==> config.mk <==
export PLATFORM = sky130hd
export DESIGN_NAME = ddp_pixel_packetizer
export DESIGN_NICKNAME = d
export VERILOG_FILES = /design/src/sv/ddpp_pkg.sv /design/src/sv/ddp_pixel_packetizer.sv /design/src/sv/ddpp_index_map.sv /design/src/sv/ddpp_byte_serializer.sv
export SDC_FILE = /design/constraint.sdc
export NUM_CORES = 1
export LEC_CHECK = 0
export ABC_AREA = 0
export BUFFER_PORTS_ARGS = -buffer_cell sky130_fd_sc_hd__buf_4
export CELL_PAD_IN_SITES_DETAIL_PLACEMENT = 0
export CELL_PAD_IN_SITES_GLOBAL_PLACEMENT = 1
export CORE_MARGIN = 10
export CORE_UTILIZATION = 45
export DETAILED_ROUTE_END_ITERATION = 16
export HOLD_SLACK_MARGIN = 0.03
export PLACE_DENSITY = 0.76
export SYNTH_ARGS = -nofsm -noshare
export SYNTH_HDL_FRONTEND = slang
export SYNTH_SLANG_ARGS = --single-unit
export TNS_END_PERCENT = 50
==> constraint.sdc <==
create_clock -name clk -period 9 [get_ports clk]
set_input_delay 0.9 -clock clk [delete_from_list [all_inputs] [get_ports clk]]
set_output_delay 0.9 -clock clk [all_outputs]
set_load 0.05 [all_outputs]
==> src/sv/ddpp_pkg.sv <==
// ----------------------------------------------------------------------------
// ddpp_pkg
// Shared widths, protocol constants and transfer types of the DDP pixel
// packetizer.
// ----------------------------------------------------------------------------
package ddpp_pkg;

  // default packet size in pixels
  localparam int unsigned DEF_PIXELS_PER_PACKET = 480;

  // field widths
  localparam int IDX_W   = 20;
  localparam int CNT_W   = 21;
  localparam int START_W = 25;
  localparam int OFS_W   = 32;
  localparam int LEN_W   = 16;

  // colour channels per pixel
  localparam int CH_PER_PIXEL = 3;

  // register reset values
  localparam logic [CNT_W-1:0]   RST_PIXEL_COUNT   = 21'd480;
  localparam logic [START_W-1:0] RST_START_CHANNEL = 25'd1;

  // register indexes on the configuration port
  localparam logic REG_PIXEL_COUNT   = 1'b0;
  localparam logic REG_START_CHANNEL = 1'b1;

  // header constants
  localparam logic [7:0] FLAG_VERSION1 = 8'h40;
  localparam logic [7:0] FLAG_PUSH     = 8'h01;
  localparam logic [7:0] SEQ_NUM       = 8'h00;
  localparam logic [7:0] TYPE_RGB      = 8'h01;
  localparam logic [7:0] DEST_DISPLAY  = 8'h01;

  // byte positions within one pixel's share of the stream
  typedef enum logic [3:0] {
    POS_FLAGS,
    POS_SEQ,
    POS_TYPE,
    POS_DEST,
    POS_OFS3,
    POS_OFS2,
    POS_OFS1,
    POS_OFS0,
    POS_LEN1,
    POS_LEN0,
    POS_RED,
    POS_GREEN,
    POS_BLUE
  } byte_pos_t;

  // input transfer
  typedef struct packed {
    logic [IDX_W-1:0] pixel_index;
    logic [7:0]       red;
    logic [7:0]       green;
    logic [7:0]       blue;
  } pixel_t;

  // output transfer
  typedef struct packed {
    logic [7:0] out_byte;
    logic       packet_start;
    logic       packet_end;
    logic       bad_index;
    logic       run_last;
  } result_t;

  // configuration seen by the datapath
  typedef struct packed {
    logic [CNT_W-1:0]   pixel_count;
    logic [START_W-1:0] start_channel;
  } cfg_t;

  // mapped pixel handed to the serialiser
  typedef struct packed {
    logic             bad;
    logic             is_last;
    logic [CNT_W-1:0] idx;
    logic [CNT_W-1:0] base;
    logic [OFS_W-1:0] chan;
    logic [7:0]       red;
    logic [7:0]       green;
    logic [7:0]       blue;
  } map_item_t;

endpackage

==> src/sv/ddp_pixel_packetizer.sv <==
// ----------------------------------------------------------------------------
// ddp_pixel_packetizer
// Turns indexed RGB pixels into a DDP packet byte stream with header bytes
// ahead of each packet-opening pixel; register block on an APB-style port.
// ----------------------------------------------------------------------------
// bytes: each pixel yields its red, green and blue bytes, a packet-opening
// pixel also ten header bytes ahead of them, and a bad index one zero byte; the
//   pace is set by the byte-wide output serialiser
// reset: pixel_count 480, start_channel 1, pipeline and output emptied
// ----------------------------------------------------------------------------
module ddp_pixel_packetizer
  import ddpp_pkg::*;
#(
  parameter int unsigned PIXELS_PER_PACKET = DEF_PIXELS_PER_PACKET
) (
  input  logic        clk,
  input  logic        rst,
  input  logic        psel,
  input  logic        penable,
  input  logic        pwrite,
  input  logic [2:0]  paddr,
  input  logic [31:0] pwdata,
  output logic [31:0] prdata,
  output logic        pready,
  input  logic        pix_valid,
  output logic        pix_ready,
  input  pixel_t      pix,
  output logic        res_valid,
  input  logic        res_ready,
  output result_t     res
);

  logic [CNT_W-1:0]   pixel_count;
  logic [START_W-1:0] start_channel;
  cfg_t               cfg;
  logic               item_valid, item_ready;
  map_item_t          item;

  assign pready = 1'b1;

  // register writes
  always_ff @(posedge clk) begin
    if (rst) begin
      pixel_count   <= RST_PIXEL_COUNT;
      start_channel <= RST_START_CHANNEL;
    end else if (psel && penable && pwrite) begin
      case (paddr[2])
        REG_PIXEL_COUNT:   pixel_count   <= pwdata[CNT_W-1:0];
        REG_START_CHANNEL: start_channel <= pwdata[START_W-1:0];
        default: ;
      endcase
    end
  end

  // register reads
  always_comb begin
    case (paddr[2])
      REG_PIXEL_COUNT:   prdata = 32'(pixel_count);
      REG_START_CHANNEL: prdata = 32'(start_channel);
      default:           prdata = 32'h0;
    endcase
  end

  assign cfg.pixel_count   = pixel_count;
  assign cfg.start_channel = start_channel;

  ddpp_index_map #(
    .PIXELS_PER_PACKET(PIXELS_PER_PACKET)
  ) u_map (
    .clk        (clk),
    .rst        (rst),
    .cfg        (cfg),
    .pix_valid  (pix_valid),
    .pix_ready  (pix_ready),
    .pix        (pix),
    .item_valid (item_valid),
    .item_ready (item_ready),
    .item       (item)
  );

  ddpp_byte_serializer #(
    .PIXELS_PER_PACKET(PIXELS_PER_PACKET)
  ) u_ser (
    .clk        (clk),
    .rst        (rst),
    .cfg        (cfg),
    .item_valid (item_valid),
    .item_ready (item_ready),
    .item       (item),
    .res_valid  (res_valid),
    .res_ready  (res_ready),
    .res        (res)
  );

  // input only stalls when the whole pipeline is backed up
  a_stall_full: assert property (@(posedge clk) disable iff (rst)
    !pix_ready |-> (item_valid && !item_ready))
    else $error("input stalled with room in the pipeline");

  // packet base lies within one packet of the pixel index
  a_base_range: assert property (@(posedge clk) disable iff (rst)
    (item_valid && item_ready && !item.bad) |->
      ((item.base <= item.idx) &&
       ((item.idx - item.base) < CNT_W'(PIXELS_PER_PACKET))))
    else $error("packet base out of range");

  // a packet closes only on the final byte of a good pixel
  a_end_last: assert property (@(posedge clk) disable iff (rst)
    (res_valid && res.packet_end) |-> (res.run_last && !res.bad_index))
    else $error("packet end on a non-final byte");

  // a packet start is never the final byte of a pixel
  a_start_not_last: assert property (@(posedge clk) disable iff (rst)
    (res_valid && res.packet_start) |-> (!res.run_last && !res.bad_index))
    else $error("packet start on a final byte");

endmodule

==> src/sv/ddpp_index_map.sv <==
// ----------------------------------------------------------------------------
// ddpp_index_map
// Input register and two stages that split the pixel index into packet
// number and packet base, and work out channel offset and last-packet flag.
// ----------------------------------------------------------------------------
module ddpp_index_map
  import ddpp_pkg::*;
#(
  parameter int unsigned PIXELS_PER_PACKET = DEF_PIXELS_PER_PACKET
) (
  input  logic      clk,
  input  logic      rst,
  input  cfg_t      cfg,
  input  logic      pix_valid,
  output logic      pix_ready,
  input  pixel_t    pix,
  output logic      item_valid,
  input  logic      item_ready,
  output map_item_t item
);

  // reciprocal for exact division by the packet size over CNT_W-bit values
  localparam int unsigned SH     = CNT_W + $clog2(PIXELS_PER_PACKET);
  localparam int unsigned PROD_W = SH + CNT_W;
  localparam logic [63:0] RECIP  =
    ((64'd1 << SH) + 64'(PIXELS_PER_PACKET) - 64'd1) / 64'(PIXELS_PER_PACKET);
  localparam logic [PROD_W-1:0] RECIP_C = PROD_W'(RECIP);
  localparam logic [CNT_W-1:0]  PPP_C   = CNT_W'(PIXELS_PER_PACKET);
  localparam logic [OFS_W-1:0]  CH_PKT  = OFS_W'(CH_PER_PIXEL * PIXELS_PER_PACKET);

  logic               v0, v1, v2;
  logic               adv0, adv1, adv2;
  logic [IDX_W-1:0]   idx0;
  logic [7:0]         r0, g0, b0;
  logic               bad1;
  logic [CNT_W-1:0]   idx1, packet1;
  logic [7:0]         r1, g1, b1;
  logic [CNT_W-1:0]   last_packet;
  logic [PROD_W-1:0]  quot_prod, last_prod;
  logic [2*CNT_W-1:0] base_prod;
  logic [OFS_W-1:0]   chan_next;
  logic [CNT_W-1:0]   pcm1;

  // stall chain
  assign adv2      = !v2 || item_ready;
  assign adv1      = !v1 || adv2;
  assign adv0      = !v0 || adv1;
  assign pix_ready = adv0;

  // packet number of the last packet, follows the pixel count register
  assign pcm1      = cfg.pixel_count - CNT_W'(1);
  assign last_prod = PROD_W'(pcm1) * RECIP_C;

  always_ff @(posedge clk) begin
    last_packet <= last_prod[SH +: CNT_W];
  end

  // packet number of the incoming pixel
  assign quot_prod = PROD_W'(idx0) * RECIP_C;

  // packet base and channel offset
  assign base_prod = packet1 * PPP_C;
  assign chan_next = OFS_W'(packet1) * CH_PKT;

  // stage valid bits
  always_ff @(posedge clk) begin
    if (rst) begin
      v0 <= 1'b0;
      v1 <= 1'b0;
      v2 <= 1'b0;
    end else begin
      if (adv0) v0 <= pix_valid;
      if (adv1) v1 <= v0;
      if (adv2) v2 <= v1;
    end
  end

  // stage payloads
  always_ff @(posedge clk) begin
    if (adv0) begin
      idx0 <= pix.pixel_index;
      r0   <= pix.red;
      g0   <= pix.green;
      b0   <= pix.blue;
    end
    if (adv1) begin
      bad1    <= CNT_W'(idx0) >= cfg.pixel_count;
      idx1    <= CNT_W'(idx0);
      packet1 <= quot_prod[SH +: CNT_W];
      r1      <= r0;
      g1      <= g0;
      b1      <= b0;
    end
    if (adv2) begin
      item.bad     <= bad1;
      item.is_last <= packet1 == last_packet;
      item.idx     <= idx1;
      item.base    <= base_prod[CNT_W-1:0];
      item.chan    <= chan_next;
      item.red     <= r1;
      item.green   <= g1;
      item.blue    <= b1;
    end
  end

  assign item_valid = v2;

endmodule

==> src/sv/ddpp_byte_serializer.sv <==
// ----------------------------------------------------------------------------
// ddpp_byte_serializer
// Holds one mapped pixel, forms its header fields and walks its bytes out
// through a registered output stage.
// ----------------------------------------------------------------------------
module ddpp_byte_serializer
  import ddpp_pkg::*;
#(
  parameter int unsigned PIXELS_PER_PACKET = DEF_PIXELS_PER_PACKET
) (
  input  logic      clk,
  input  logic      rst,
  input  cfg_t      cfg,
  input  logic      item_valid,
  output logic      item_ready,
  input  map_item_t item,
  output logic      res_valid,
  input  logic      res_ready,
  output result_t   res
);

  localparam logic [CNT_W-1:0] SLOT_LAST = CNT_W'(PIXELS_PER_PACKET - 1);
  localparam logic [LEN_W-1:0] LEN_FULL  = LEN_W'(CH_PER_PIXEL * PIXELS_PER_PACKET);

  logic             hv, hbad, hcloses;
  logic [7:0]       hflags, hred, hgreen, hblue;
  logic [OFS_W-1:0] hoff;
  logic [LEN_W-1:0] hlen;
  byte_pos_t        pos, pos_start;
  logic             ov;
  logic             emit, last_byte;
  logic [CNT_W-1:0] rel, diff, pcm1;
  logic             opens, closes_next;
  logic [LEN_W-1:0] len_next;
  logic [OFS_W-1:0] off_next;
  logic [7:0]       flags_next;
  logic [7:0]       byte_sel;
  result_t          res_next;

  // header fields of the incoming pixel
  assign rel         = item.idx - item.base;
  assign pcm1        = cfg.pixel_count - CNT_W'(1);
  assign diff        = cfg.pixel_count - item.base;
  assign opens       = rel == '0;
  assign closes_next = (rel == SLOT_LAST) || (item.idx == pcm1);
  // full length in channels, or three channels per remaining pixel of the last packet
  assign len_next    = item.is_last ? LEN_W'({diff, 1'b0} + {1'b0, diff}) : LEN_FULL;
  assign off_next    = OFS_W'(cfg.start_channel) - OFS_W'(1) + item.chan;
  assign flags_next  = item.is_last ? (FLAG_VERSION1 | FLAG_PUSH) : FLAG_VERSION1;
  assign pos_start   = opens ? POS_FLAGS : POS_RED;

  // byte transfer control
  assign emit       = hv && (!ov || res_ready);
  assign last_byte  = hbad || (pos == POS_BLUE);
  assign item_ready = !hv || (emit && last_byte);

  // holding register
  always_ff @(posedge clk) begin
    if (rst) begin
      hv <= 1'b0;
    end else if (item_ready) begin
      hv <= item_valid;
    end
  end

  always_ff @(posedge clk) begin
    if (item_ready) begin
      hbad    <= item.bad;
      hcloses <= closes_next;
      hflags  <= flags_next;
      hoff    <= off_next;
      hlen    <= len_next;
      hred    <= item.red;
      hgreen  <= item.green;
      hblue   <= item.blue;
      pos     <= pos_start;
    end else if (emit) begin
      pos <= byte_pos_t'(pos + 4'd1);
    end
  end

  // byte select
  always_comb begin
    case (pos)
      POS_FLAGS: byte_sel = hflags;
      POS_SEQ:   byte_sel = SEQ_NUM;
      POS_TYPE:  byte_sel = TYPE_RGB;
      POS_DEST:  byte_sel = DEST_DISPLAY;
      POS_OFS3:  byte_sel = hoff[31:24];
      POS_OFS2:  byte_sel = hoff[23:16];
      POS_OFS1:  byte_sel = hoff[15:8];
      POS_OFS0:  byte_sel = hoff[7:0];
      POS_LEN1:  byte_sel = hlen[15:8];
      POS_LEN0:  byte_sel = hlen[7:0];
      POS_RED:   byte_sel = hred;
      POS_GREEN: byte_sel = hgreen;
      POS_BLUE:  byte_sel = hblue;
      default:   byte_sel = 8'h00;
    endcase
  end

  // result word, an error result carries a zero byte
  always_comb begin
    res_next.out_byte     = hbad ? 8'h00 : byte_sel;
    res_next.packet_start = !hbad && (pos == POS_FLAGS);
    res_next.packet_end   = !hbad && (pos == POS_BLUE) && hcloses;
    res_next.bad_index    = hbad;
    res_next.run_last     = last_byte;
  end

  // output register
  always_ff @(posedge clk) begin
    if (rst) begin
      ov <= 1'b0;
    end else if (emit) begin
      ov <= 1'b1;
    end else if (res_ready) begin
      ov <= 1'b0;
    end
  end

  always_ff @(posedge clk) begin
    if (emit) begin
      res <= res_next;
    end
  end

  assign res_valid = ov;

endmodule
## Word level (Yosys, flattened, before mapping)

Index checks and enable logic that the tools add are counted.

- Flip-flop bits (word level): 352
- Bits of input ports: 86
- Output and inout bits: 47
- Logic and storage cells: 102

- $add $sub $neg: 7
- Multiply operators: 4
- $lt $le $gt $ge: 1
- Eq/ne operators: 14
- Multiplexer cells: 8
- Bitwise logic cells: 1
- Reductions and logical operators: 27

Operators by type and width:

| cell | count |
|---|---|
| 8-bit one-hot mux with 11 select lines | 1 |
| 32-bit one-hot mux with 2 select lines | 1 |
| 21-bit by 22-bit multiplier with 43-bit output (second input constant) | 1 |
| 20-bit by 22-bit multiplier with 42-bit output (second input constant) | 1 |
| 32-bit adder | 1 |
| 25-bit by 1-bit subtractor with 26-bit output (second input constant) | 1 |
| 20-bit by 21-bit equality test with 1-bit output | 1 |
| 21-bit by 9-bit equality test with 1-bit output (second input constant) | 1 |
| 20-bit by 21-bit >= comparator with 1-bit output | 1 |
| 21-bit zero test | 1 |
| 20-bit by 21-bit subtractor with 21-bit output | 1 |
| 21-bit by 1-bit subtractor with 21-bit output (second input constant) | 1 |
| 4-bit equality test (second input constant) | 5 |
| 12-bit by 6-bit multiplier with 18-bit output (second input constant) | 1 |
| 16-bit adder | 1 |
| 4-bit by 3-bit equality test with 1-bit output (second input constant) | 4 |
| 12-bit by 4-bit multiplier with 16-bit output (second input constant) | 1 |
| 16-bit subtractor | 1 |
| 12-bit by 13-bit equality test with 1-bit output | 1 |
| 4-bit 2-to-1 mux | 3 |
| 4-bit by 2-bit equality test with 1-bit output (second input constant) | 2 |
| 1-bit logical AND | 7 |
| 1-bit logical OR | 7 |
| 1-bit zero test | 6 |
| other kinds (7) | 11 |

## Longest topological paths before layout

- Word-level depth: 8
- Gate-level depth with buffers: 31
- Depth with buffers taken out: 31

## Hierarchy

Synthesis repeated with hierarchy kept, for this count alone.

- Cells, all modules: 2750
- Area total of the unflattened synthesis: 29385.7 um^2

Modules (own cells, without submodules):

| module | instances | cells each | area an instance (um^2) | seq. area each (um^2) |
|---|---|---|---|---|
| ddpp_index_map | 1 | 1519 | 18001.0 | 5725.5 |
| ddpp_byte_serializer | 1 | 1007 | 9069.9 | 2772.7 |
| ddp_pixel_packetizer | 1 | 224 | 2314.7 | 920.9 |

## Worst setup path before layout

OpenSTA, ideal clock, no wires.

- Path type: reg-to-reg
- Start point: register pixel_count[2]
- End point: register u_map.last_packet[11]
- Library setup time: 0.120 ns
- Data arrival time: 6.850 ns
- Data required time: 8.880 ns
- Setup slack: 2.030 ns
- Cell stages (with the launch flop): 30
- Path buffers: 0
- Period minus slack after synthesis: 6.970 ns
- Cell sequence: dfxtp_1 inv_1 ha_1 a21boi_1 o21ai_1 nor3_2 nand2_1 nor3_1 xnor2_1 inv_1 ha_1 or2_2 fa_1 inv_1 fa_1 fa_1 inv_1 fa_1 ha_1 ha_1 nand2_1 o21ai_0 a221oi_1 o22ai_1 nor3_1 o21ai_0 a41o_1 a21oi_1 o21ai_0 xnor2_1

- Cells in the longest elaborated chain, start to end: 2

Ends and longest elaborated chain:

| what | RTL line | RTL |
|---|---|---|
| start: declaration | ddp_pixel_packetizer.sv:33 | `logic [CNT_W-1:0] pixel_count;` |
| start signal: assignment | ddp_pixel_packetizer.sv:48 | `REG_PIXEL_COUNT: pixel_count <= pwdata[CNT_W-1:0];` |
| 21-bit by 1-bit subtractor with 21-bit output | ddpp_index_map.sv:51 | `assign pcm1 = cfg.pixel_count - CNT_W'(1);` |
| 21-bit by 22-bit multiplier with 43-bit output | ddpp_index_map.sv:52 | `assign last_prod = PROD_W'(pcm1) * RECIP_C;` |
| net u_map.last_prod[41] | ddpp_index_map.sv:39 | `logic [PROD_W-1:0] quot_prod, last_prod;` |
| end signal: assignment | ddpp_index_map.sv:55 | `last_packet <= last_prod[SH +: CNT_W];` |
| end: declaration | ddpp_index_map.sv:38 | `logic [CNT_W-1:0] last_packet;` |

The timed path passes the listed nets, and every way through them passes these cells.
A chain may end at the register's enable or synchronous reset.

## Worst setup path in the final report

Same ends and word-level chain as after synthesis.

==> results_dict.tcl <==
set metrics [dict create \
    cts.path.max_buffers 3 \
    ys.flop_type "edfxtp_1" \
    r2r-start "pixel_count[2]" \
    ir_drop_mv 0.268 \
    yosysMostFrequentCell "ha_1" \
    numPortBuffers 115 \
    cts_setup_buffers 0 \
    dp.cells 3317 \
    post_cts_resized 0 \
    clkTransAtPathRegs_ps 60 \
    core_sq_um 58900 \
    min_path_cells 0 \
    clock_skew_ps 33.5 \
    grt_pass1_wl_um 105000 \
    p_leak_uw 0.0141 \
    cap_violations 0 \
    fin_crit_sh 0.917 \
    synth-simple-area-share 0.0940 \
    crit_required_ps 9500 \
    dr.pass1.iters 5 \
    crit_cells 27 \
    async_flop_share 0 \
    seq_area_frac_synth 0.353 \
    syn-cell-area_sq_um 26700 \
    max_freq_mhz 121 \
    drt_iter0_drc 1144 \
    numClockSinks 335 \
    hold_slack_ps 396 \
    gp_congestion 0.885 \
    drv_slew 0 \
    setup_viol 0 \
    finalHoldViolCount 0 \
    global_route.overflow_total 0 \
    antenna_found_initial 0 \
    nFillCells 5263 \
    synth_xor_area_frac 0.0475 \
    dieArea_sq_um 69500 \
    status "finished clean" \
    rsz0062_at_grt "no" \
    cts_root_buffer "clkbuf_16" \
    hpwl_um 53800 \
    synth-seq-cells 335 \
    drive_above_1_share 0.0830 \
    cts_buffers 39 \
    area_growth_syn_to_layout_pct 11.5 \
    yosys_warnings 0 \
    grt_start_max_net_pins 79 \
    synth.area.top_cells "edfxtp_1 (30%), ha_1 (23%), fa_1 (12%)" \
    layout.area.seq_sq_um 9420 \
    die_w_um 264 \
    grt_pass1_vias 18400 \
    ant_nets 0 \
    p_per_area_nw_per_um2 308 \
    initial_core_util 0.453 \
    vias_per_cell 5.38 \
    cts_tree "done" \
    io_pins 133 \
    synth_compound_area_frac 0.0940 \
    synth_mux_area_frac 0.00314 \
    htreeDepth 2 \
    cp.buffers_inverters 3 \
    clkLatencyLatePin_ps 580 \
    synth_top_area_frac 0.305 \
    critPathLaunchType "flip-flop" \
    slew_headroom 0.274 \
    cp_slowest_cell "fa_1" \
    finalWirelength_um 67200 \
    arrival_ps 8750 \
    worstHoldPathType "reg -> reg" \
    cp_top_family "adder cells" \
    synth_fa_ha_area_frac 0.346 \
    drcViolationCount 0 \
    min_from "u_map.g0[0]" \
    die_y_um 264 \
    cts_hold_buf 0 \
    nets 3314 \
    synth_top_cell_by_area "edfxtp_1" \
    endpoint_kind "flip-flop" \
    fin_tns_setup_ps 0 \
    worst_pin_slew_ps 1090 \
    synth_top_family_by_area "adder cells" \
    final-instance-count-excl-fill 3390 \
    synthCells 2456 \
    drt-wirelength-per-cell_um 19.8 \
    fin_crit_ps 8250 \
    synth_cell_types 83 \
    cpPeakStageDelay_ps 580 \
    dr_total_vias 18200 \
    critPathKind "reg -> reg" \
    grt_usage 0.192 \
    synth_edf_count 271 \
    netlist_top_cells_count "ha_1 (482), inv_1 (378), edfxtp_1 (271), nand2_1 (180), fa_1 (161)" \
    multi_input_area_sq_um 15700 \
    synth_area_per_cell_sq_um 10.9 \
    startpoint "pixel_count[2]" \
    rr_worst_depth 27 \
    critPathMaxFanout 7 \
    row_count 89 \
]
-- routing by layer --
layer  vias to the layer above  wire [um]  track usage
met5                         -          0            0
met4                         0       1810       0.0561
met3                        85       4100       0.0325
met2                       485      29800        0.295
met1                      8883      31600        0.273
li1                       8793          -            -
-- cell type report --
class | count | area share
repair buffers | 130 | 0.0328
flip-flops and latches | 335 | 0.316
diodes | 1 | 0.0000840
inverters | 379 | 0.0478
well taps | 773 | 0.0325
clock inverters | 18 | 0.00769
multi-input cells | 1700 | 0.526
clock buffers | 54 | 0.0364
-- placed cells by master, fill, tap and decap left out, drive strengths merged, types with 32 or more instances in the layout --
master,netlist,layout
o21ai,79,79
fa,161,161
inv,378,380
nand2,180,180
a21oi,136,136
edfxtp,271,271
ha,482,482
xor2,47,47
nor2,92,92
xnor2,98,98
a21o,33,33
nor3,39,39
buf,9,130
nand3,32,32
dfxtp,64,64
clkbuf,39,54
-- where the power goes --
part / switching, uW / total [uW] / internal, uW
clock: 662 / 1610 / 945
sequential: 217 / 2350 / 2130
combinational: 2890 / 5230 / 2340
-- through the flow --
stage / setup slack [ps] / instance area [sq um] / utilization / power [uW]
2_1_floorplan: 2030 / 26700 / - / 6370
3_3_place_gp: 1040 / 28500 / 0.483 / 7420
3_5_place_dp: 925 / 28500 / 0.483 / 7580
4_1_cts: 850 / 29800 / 0.505 / 9250
5_1_grt: 279 / 29800 / 0.505 / 10100
6_report: 751 / 29800 / 0.505 / 9180
-- final timing paths --
check	slack [ps]	to
max	750	u_map.last_packet[11]
min	400	u_map.g1[0]
max reg2reg	750	u_map.last_packet[11]
min reg2reg	400	u_map.g1[0]
-- state kept, by name, indices dropped and copies added, names as in the netlist, 12 cells and up --
signal and cells:
start_channel 25, u_ser.hlen 16, u_map.packet1 12, u_map.idx0 20
pixel_count 21, u_map.idx1 20, u_map.item 79, u_ser.hoff 32
u_ser.res 12, u_map.last_packet 13
-- cell families (layout without fill, tap and decap cells) --
group,Yosys count,count (layout)
compound gates,392,392
flops,335,335
mux,7,7
simple gates,505,505
fa+ha+maj,643,643
xor+xnor,145,145
buf+inv,427,581
other cells,2,9
(Power assumes the default switching activity.)
